==> src/assert_macros.svh <==
// Assertion macros shared by the sorter RTL.
// No dependencies; included by files that carry concurrent assertions.
`ifndef ASSERT_MACROS_SVH
`define ASSERT_MACROS_SVH
`ifndef SYNTHESIS
// Same-cycle implication, disabled during reset.
`define HMS_ASSERT_IMPLY(lbl, clk, rst, ante, cons) \
  lbl: assert property (@(posedge clk) disable iff (rst) (ante) |-> (cons)) \
    else $error("assertion failed: same-cycle implication");
// Next-cycle implication, disabled during reset.
`define HMS_ASSERT_NEXT(lbl, clk, rst, ante, cons) \
  lbl: assert property (@(posedge clk) disable iff (rst) (ante) |=> (cons)) \
    else $error("assertion failed: next-cycle implication");
`else
`define HMS_ASSERT_IMPLY(lbl, clk, rst, ante, cons)
`define HMS_ASSERT_NEXT(lbl, clk, rst, ante, cons)
`endif
`endif

==> src/hms_pkg.sv <==
// Types and constants for the hybrid merge insertion sorter.
// No dependencies; used by hms_cell and the top level.
package hms_pkg;

  localparam int VALUE_W = 32;

  // One storage slot of the sorting chain.
  typedef struct packed {
    logic                       vld;
    logic signed [VALUE_W-1:0]  val;
  } slot_t;

  // Per-cycle control broadcast to every cell.
  typedef struct packed {
    logic insert;  // a new value is placed into the ordered chain
    logic shift;   // the chain moves one slot toward cell zero
  } cell_ctl_t;

  // Block phase, one-hot.
  typedef enum logic [1:0] {
    ST_LOAD  = 2'b01,
    ST_DRAIN = 2'b10
  } state_t;

endpackage

==> src/hms_cell.sv <==
// One cell of the sorting chain: holds one slot of the ordered set.
// Depends on hms_pkg for the slot and control types.
module hms_cell (
  input  logic                                 clk,
  input  logic                                 rst,
  input  hms_pkg::cell_ctl_t                   ctl,
  input  logic signed [hms_pkg::VALUE_W-1:0]   in_value,
  input  hms_pkg::slot_t                       prev_slot,
  input  logic                                 prev_takes,
  input  hms_pkg::slot_t                       next_slot,
  output hms_pkg::slot_t                       slot,
  output logic                                 takes
);

  hms_pkg::slot_t slot_next;

  // The new value belongs at or before this cell when the cell is empty
  // or holds a larger value.
  assign takes = !slot.vld || (slot.val > in_value);

  // On insert, a cell that yields either takes its left neighbor's slot
  // (which also yields) or the new value itself. On drain, take the right slot.
  always_comb begin
    slot_next = slot;
    if (ctl.shift) begin
      slot_next = next_slot;
    end else if (ctl.insert && takes) begin
      if (prev_takes) begin
        slot_next = prev_slot;
      end else begin
        slot_next.vld = 1'b1;
        slot_next.val = in_value;
      end
    end
  end

  // Valid bit is control state and resets; the payload needs no reset.
  always_ff @(posedge clk) begin
    if (rst) begin
      slot.vld <= 1'b0;
    end else begin
      slot.vld <= slot_next.vld;
    end
    slot.val <= slot_next.val;
  end

endmodule

==> config.mk <==
export PLATFORM = sky130hd
export DESIGN_NAME = hms_cell
export DESIGN_NICKNAME = d
export VERILOG_FILES = /design/src/assert_macros.svh /design/src/hms_pkg.sv /design/src/hms_cell.sv
export SDC_FILE = /design/constraint.sdc
export NUM_CORES = 1
export LEC_CHECK = 0
export BUFFER_PORTS_ARGS = -buffer_cell sky130_fd_sc_hd__buf_2
export CAP_MARGIN = 5
export CORE_AREA = 2 2 78 80
export CTS_CLUSTER_SIZE = 40
export DETAILED_ROUTE_END_ITERATION = 8
export DIE_AREA = 0 0 80 82
export PLACE_DENSITY_LB_ADDON = 0.25
export SETUP_SLACK_MARGIN = 0.3
export SYNTH_ARGS = -nofsm -noshare
export SYNTH_HDL_FRONTEND = slang
export SYNTH_SLANG_ARGS = --single-unit
==> constraint.sdc <==
create_clock -name clk -period 3.8 [get_ports clk]
set_clock_uncertainty 0.05 [all_clocks]
set_input_delay 0.38 -clock clk [delete_from_list [all_inputs] [get_ports clk]]
set_output_delay 0.38 -clock clk [all_outputs]
set_load 0.005 [all_outputs]
==> results of run 1 <==
## layout by cell type (no fill, tap or decap), drive strengths merged, types with 2 or more instances in the layout
| master | n |
|---|---|
| buf | 138 |
| nand2 | 38 |
| inv | 35 |
| o21ai | 35 |
| mux2i | 32 |
| ha | 32 |
| edfxtp | 32 |
| a21oi | 13 |
| clkbuf | 8 |
| nand4 | 5 |
| nand3 | 4 |
| and4 | 3 |
| a21o | 2 |
| a221oi | 2 |
| nor2 | 2 |
| nor2b | 2 |
| nor3 | 2 |
## power breakdown
part / internal [W] / total, W / switching [W]
Sequential: 0.000459 / 0.000484 / 0.0000249
Clock: 0.000130 / 0.000253 / 0.000123
Combinational: 0.000155 / 0.000315 / 0.000160
## cell type report
| type | instances | area [µm²] |
|---|---|---|
| fillers | 560 | 2410 |
| multi-input cells | 184 | 1350 |
| flip-flops and latches | 33 | 981 |
| repair buffers | 138 | 696 |
| inverters | 35 | 131 |
| well taps | 75 | 93.8 |
| clock buffers | 8 | 80.1 |
## metal layers
| metal | share of wire | vias up | GRT usage | routed length [µm] |
|---|---|---|---|---|
| met3 | 0.076 | 6 | 0.0462 | 457 |
| li1 | - | 1211 | - | - |
| met2 | 0.48 | 85 | 0.342 | 2900 |
| met5 | 0 | - | 0 | 0 |
| met4 | 0.010 | 0 | 0.0508 | 63 |
| met1 | 0.43 | 1025 | 0.227 | 2610 |
## stage by stage
step | setup slack, ps | instance area, µm² | util
after CTS | 803 | 3330 | 0.580
after global placement | 727 | 3250 | 0.566
final | 809 | 3330 | 0.580
after global routing | 654 | 3330 | 0.580
after floorplan | 901 | 2500 | -
after detailed placement | 689 | 3250 | 0.566
## how the worst min path moves through the flow
stage | startpoint | to
CTS | rst | slot[32]
finish | rst | slot[32]
floorplan | rst | slot[32]
global route | rst | slot[32]
detailed placement | slot[32] | slot[32]
global placement | slot[32] | slot[32]
## logic make-up (layout without fill, tap and decap cells)
family,Yosys count,in the layout,synth area share
flops,33,33,0.392
fa+ha+maj,32,32,0.160
buf+inv,46,181,0.0690
compound gates,62,62,0.146
mux,32,32,0.128
simple gates,58,58,0.105
## worst max-delay path: stages (launching register included)
cell,delay (ps)
edfxtp_1,410
ha_1,330
a21oi_1,150
nand2_1,80
a221o_1,350
o31a_1,320
a211o_1,270
a311o_2,680
==> reports/qor.yml, run 1 <==
top_register: "slot"
crit_path_max_fanout: 32
insertion_delay_ps: 280
vias: 2327
yosysTopAreaCell: "edfxtp_1"
async_reset_ff_frac: 0
cts_tree: "done"
fp.dieW_um: 80
synth_common_cells: "nand2_1, inv_1, o21ai_0"
clockBufferDepth: 2
antenna_cells: 0
synth.ff_latch_count: 33
first_global_vias: 2251
cts.clk_slew.worst_paths_ps: 60
port_buffers: 136
dr.pass1.iters: 4
wl_mm: 6.04
finalPower_w: 0.00105
synth_top_area_frac: 0.384
power.leakage_nw: 1.78
reg.largest.list: "slot: 33 flops"
fin_nets: 532
cts_setup_buffers: 0
antenna_found_initial: 0
grt_pass1_wl_mm: 9.65
hold_viol_final: 0
rrSetupSlack_ps: 810
cp-startpoint: "slot[14]"
worstSetupEndpointType: "flip-flop"
tightest_slew_ps: 802
die_height_um: 82
floorplan.die_area_mm2: 0.00656
max_slew_margin: 0.465
wl_per_cell_um: 12.8
avgSynthCellArea_um2: 9.51
r2r_cells: 7
cts_root_buffer: "clkbuf_8"
ant_nets: 0
dp.cells: 465
fmax_mhz: 334
largest_register_ffs: 33
slew_viol_final: 0
layout.cells.non_filler: 473
htree_levels: 2
cts_hold_buf: 0
hold_ws_ps: 209
placeableCoreArea_mm2: 0.00575
ir_worst_vdd_mv: 0.155
fin_crit_sh: 0.787
synth.most_common_cell: "nand2_1"
cts_made_buffers: 5
post_cts_resized: 0
critPathCapture: "slot[12]"
vias_per_cell: 4.92
synth_enable_flop_cells: 32
r2r-start: "slot[14]"
start_util: 0.435
layout_min_cycle_time_ps: 2990
drtIter0Drc: 74
drc_errors: 0
yosysWarnings: 0
synth_cells: 263
tns_ps: 0
syn-cell-area_mm2: 0.00250
grt_setup_unrepaired: "false"
maxCapViolCount: 0
fp-row-count: 28
synth_area_leaders: "edfxtp_1, ha_1, mux2i_1"
ys_seq_area_frac: 0.392
grt_max_degree: 69
cp.arrival_ps: 2870
place_congestion: 0.775
io_pins: 137
ys_types: 30
p_per_area_mw_per_mm2: 316
worstHoldPathCells: 2
setup_viol: 0
hpwl_mm: 4.80
ys.flop_type: "edfxtp_1"
status: "completed"
hp-class: "input pin to flip-flop"
critPathKind: "flip-flop to flip-flop"
worst_r2r_endpoint: "slot[12]"
crit_path_start_kind: "flip-flop"
cts_sinks: 33
drive_gt1_frac: 0.367
area.growth.synth_to_final_pct: 33.2
track_usage: 0.190
required_ps: 3680
grt-ovfl-total: 0
syn_nets: 398
No activity file was read; power rests on OpenSTA's default activity.
==> inputs of run 2 (changes only) <==
Settings changed: CORE_AREA 2 2 78 80 to 2 2 82 84, DIE_AREA 0 0 80 82 to 0 0 84 86.
Clock period 3.8 ns to 2.55 ns, I/O delays scaled along.
==> reports/qor.yml, run 2 (synthesis results as in run 1) <==
slowest_stage: "a311o_2"
start_util: 0.398
wl_per_cell_um: 13.7
slew_viol_final: 0
reg.largest.list: "slot: 33 flops"
crit_family: "compound AO/OA/AOI/OAI gates"
insertion_delay_ps: 270
maxCapViolCount: 0
cp.arrival_ps: 2810
routed-wl-met2_mm: 3.28
setup_ws_ps: -264
top_register: "slot"
floorplan.die_area_mm2: 0.00722
required_ps: 2550
cts_sinks: 33
ir_worst_vdd_mv: 0.269
worstSetupEndpointType: "flip-flop"
antenna_found_initial: 0
fp-row-count: 29
fin_nets: 545
layout_min_cycle_time_ps: 2810
postPlaceCellArea_mm2: 0.00337
grt_pass1_wl_mm: 10.6
cp_cell_sequence: "ha_1 -> nand4_1 -> nor2_1 -> a221o_1 -> o31a_1 -> a211o_1 -> a311o_2 -> buf_6 -> buf_16"
dr.pass1.iters: 4
port_buffers: 136
vias_per_cell: 4.98
cts_hold_buf: 0
wl_met1_mm: 2.87
cts.clk_slew.worst_paths_ps: 60
crit_buf_inv: 2
r2r-start: "slot[12]"
status: "finished, violations left"
largest_register_ffs: 33
io_pins: 137
max_stage_delay_ps: 450
die_height_um: 86
setup_viol: 33
placeableCoreArea_mm2: 0.00628
grt-ovfl-total: 0
hp-class: "input pin to flip-flop"
final_cell_area_mm2: 0.00362
violations: "setup timing"
p_per_area_mw_per_mm2: 462
fmax_mhz: 355
tightest_slew_ps: 512
final_common_cell: "buf_2"
htree_levels: 2
fin_crit_sh: 1.10
cts_root_buffer: "clkbuf_8"
first_global_vias: 2360
fp.dieW_um: 84
place_congestion: 0.724
drc_errors: 0
drtIter0Drc: 73
cp-startpoint: "slot[12]"
tns_ps: -6670
final_cell_mix: "buf_2, nand2_1, inv_1, o21ai_0"
ant_nets: 0
wl_mm: 6.67
crit_path_max_fanout: 4
grt_setup_unrepaired: "true"
hold_viol_final: 0
cts_tree: "done"
drive_gt1_frac: 0.415
hpwl_mm: 5.18
area.growth.synth_to_final_pct: 44.7
power.leakage_nw: 1.88
antenna_cells: 0
hold_path.startpoint: "rst"
critPathKind: "flip-flop to flip-flop"
met3WireLength_um: 465
track_usage: 0.183
cts_made_buffers: 5
finalPower_w: 0.00167
vias: 2425
grt_max_degree: 36
crit_path_start_kind: "flip-flop"
max_slew_margin: 0.658
clockBufferDepth: 2
top_layer_used: "met4"
-- run 2: per-stage QoR --
stage,hold slack (ps),instances,worst slack [ps],utilization
global route,76.5,487,-377,0.577
global placement,375,474,-85.8,0.537
detailed placement,375,474,-93.4,0.537
CTS,81.1,485,-239,0.566
finish,87.4,487,-264,0.577
floorplan,284,263,-98.0,-
-- run 2: worst paths after layout --
kind / end / slack [ps] / cells after the start
worst min register to register: slot[32] / 480 / 2
worst max-delay path: slot[2] / -260 / 9
worst max register to register: slot[2] / -260 / 9
worst min-delay path: slot[32] / 90 / 2
-- run 2: per-layer routing --
layer	vias up	global-route usage
met3	5	0.0510
met5	-	0
met4	0	0.0352
met1	1090	0.221
met2	88	0.329
li1	1242	-
-- run 2: final cells by class --
type / instances / area, µm²
Tap cell: 77 / 96.3
Fill cell: 591 / 2660
Inverter: 35 / 131
Multi-Input combinational cell: 184 / 1460
Timing Repair Buffer: 151 / 876
Sequential cell: 33 / 981
Clock inverter: 1 / 3.75
Clock buffer: 6 / 72.6
-- run 2: timing repair --
item | in CTS | in global routing
pin swaps | 6 | 8
buffers inserted | 2 | 2
gates resized for setup | 7 | 8
setup endpoints to repair | 34 | 34
cloned | 2 | 0
-- run 2: power breakdown --
group / total [W] / internal [W] / switching, W
logic: 0.000583 / 0.000312 / 0.000272
clock network: 0.000362 / 0.000184 / 0.000178
registers: 0.000728 / 0.000684 / 0.0000441
total: 0.00167 / 0.00118 / 0.000494
==> inputs of run 3 (changes only) <==
Settings changed: CORE_AREA 2 2 82 84 to 2 2 95 97, DIE_AREA 0 0 84 86 to 0 0 97 99.
==> reports/qor.yml, run 3 (synthesis results as in run 1) <==
area.growth.synth_to_final_pct: 47.6
antenna_cells: 0
worst_r2r_endpoint: "slot[31]"
crit_path_max_fanout: 2
cp_cell_sequence: "ha_1 -> nand4_1 -> nor2_1 -> a221o_1 -> o31a_1 -> a211o_1 -> buf_6 -> a21bo_2 -> buf_6"
cp.arrival_ps: 2450
hold_viol_final: 0
reg.largest.list: "slot: 33 flops"
cts_made_buffers: 5
wl_per_cell_um: 13.0
crit_family: "compound AO/OA/AOI/OAI gates"
power.leakage_nw: 1.89
ir_worst_vdd_mv: 0.177
rrSetupSlack_ps: -170
dp.cells: 510
drtIter0Drc: 38
grt_max_degree: 40
final_cell_mix: "buf_2, nand2_1, inv_1, o21ai_0"
final_common_cell: "buf_2"
grt-ovfl-total: 0
cts_hold_buf: 0
hold_path.startpoint: "rst"
port_buffers: 136
antenna_found_initial: 0
critPathKind: "flip-flop to primary output"
setup_ws_ps: -206
postPlaceCellArea_mm2: 0.00344
layout_min_cycle_time_ps: 2760
track_usage: 0.141
io_pins: 137
hold_ws_ps: 86.4
fp-row-count: 34
r2r_cells: 9
fmax_mhz: 363
tightest_slew_ps: 599
ant_nets: 0
setup_viol: 33
max_stage_delay_ps: 390
cts_tree: "done"
fin_nets: 550
vias: 2375
required_ps: 2250
final_cell_area_mm2: 0.00369
top_register: "slot"
start_util: 0.293
finalPower_w: 0.00170
internal_power_w: 0.00120
power.switching_w: 0.000503
status: "finished, violations left"
max_slew_margin: 0.601
layout.cells.non_filler: 524
drc_errors: 0
wl_mm: 6.79
hp-class: "input pin to flip-flop"
vias_per_cell: 4.53
cts_sinks: 33
placeableCoreArea_mm2: 0.00855
fin_crit_sh: 1.08
p_clk_frac: 0.224
p_comb_frac: 0.348
clockBufferDepth: 2
htree_levels: 2
r2r-start: "slot[9]"
violations: "setup timing"
swShare: 0.296
worstHoldEndpoint: "slot[32]"
seqPwrFrac: 0.428
critical_path.most_common_cell: "buf_6"
place_congestion: 0.786
worstSetupEndpointType: "primary output"
hpwl_mm: 5.50
maxCapViolCount: 0
drive_gt1_frac: 0.430
cts.clk_slew.worst_paths_ps: 70
fp.dieW_um: 97
slowest_stage: "edfxtp_1"
insertion_delay_ps: 280
worstHoldPathCells: 2
crit_path_start_kind: "flip-flop"
largest_register_ffs: 33
crit_buf_inv: 2
p_per_area_mw_per_mm2: 461
grt_pass1_wl_mm: 10.9
floorplan.die_area_mm2: 0.00960
dr.pass1.iters: 4
first_global_vias: 2410
slew_viol_final: 0
die_height_um: 99
cts_root_buffer: "clkbuf_8"
cp.depth: 9
grt_setup_unrepaired: "true"
## run 3: cell count changes in the layout (fill, tap and decap cells not counted), sizes merged
cell,before,now
buf,150,156
clkbuf,7,8
clkinv,1,0
## run 3: stage by stage
stage	setup TNS (ps)	setup slack, ps	utilization
global placement	-3000	-98.7	0.403
detailed placement	-3620	-117	0.403
CTS	-7760	-285	0.417
global route	-7750	-291	0.432
floorplan	-3140	-98.0	-
finish	-5400	-206	0.432
## run 3: worst max-delay path by stage
stage	start	end	slack [ps]
after floorplan	slot[5]	slot[0]	-100
after global placement	in_value[5]	slot[28]	-100
after detailed placement	in_value[5]	slot[29]	-120
after CTS	slot[14]	takes	-290
after global routing	slot[7]	takes	-290
final	slot[9]	takes	-210
## run 3: cell type report
cell class,count,area [µm²]
Fill cell,897,4860
Clock buffer,8,80.1
Multi-Input combinational cell,184,1480
Timing Repair Buffer,156,882
Tap cell,108,135
Inverter,35,131
Sequential cell,33,981
## run 3: worst register-to-register path, cell delays in order, from the launching register on
cell and delay, ps:
edfxtp_1 390, ha_1 310, nand4_1 120, nor2_1 60, a221o_1 320, o31a_1 280
a211o_1 250, buf_4 140, a311o_2 370, buf_12 180
## run 3: power groups by stage
| stage | Clock (W) | Sequential, W | Combinational [W] |
|---|---|---|---|
| 2_1_floorplan | 0 | 0.000738 | 0.000252 |
| 3_3_place_gp | 0 | 0.000734 | 0.000529 |
| 3_5_place_dp | 0 | 0.000736 | 0.000534 |
| 4_1_cts | 0.000400 | 0.000726 | 0.000558 |
| 5_1_grt | 0.000421 | 0.000739 | 0.000675 |
| 6_report | 0.000382 | 0.000728 | 0.000592 |
## run 3: metal layers
layer | vias to the layer above | track usage | wire, µm
li1 | 1250 | - | -
met1 | 1018 | 0.162 | 2830
met2 | 102 | 0.245 | 3200
met3 | 5 | 0.0567 | 719
met4 | 0 | 0.0358 | 46
met5 | - | 0 | 0
## run 3: timing repair
action / 4_1_cts / 5_1_grt
pin swaps: 7 / 8
setup buffers: 2 / 4
setup endpoints to repair: 34 / 34
resized for setup: 5 / 13
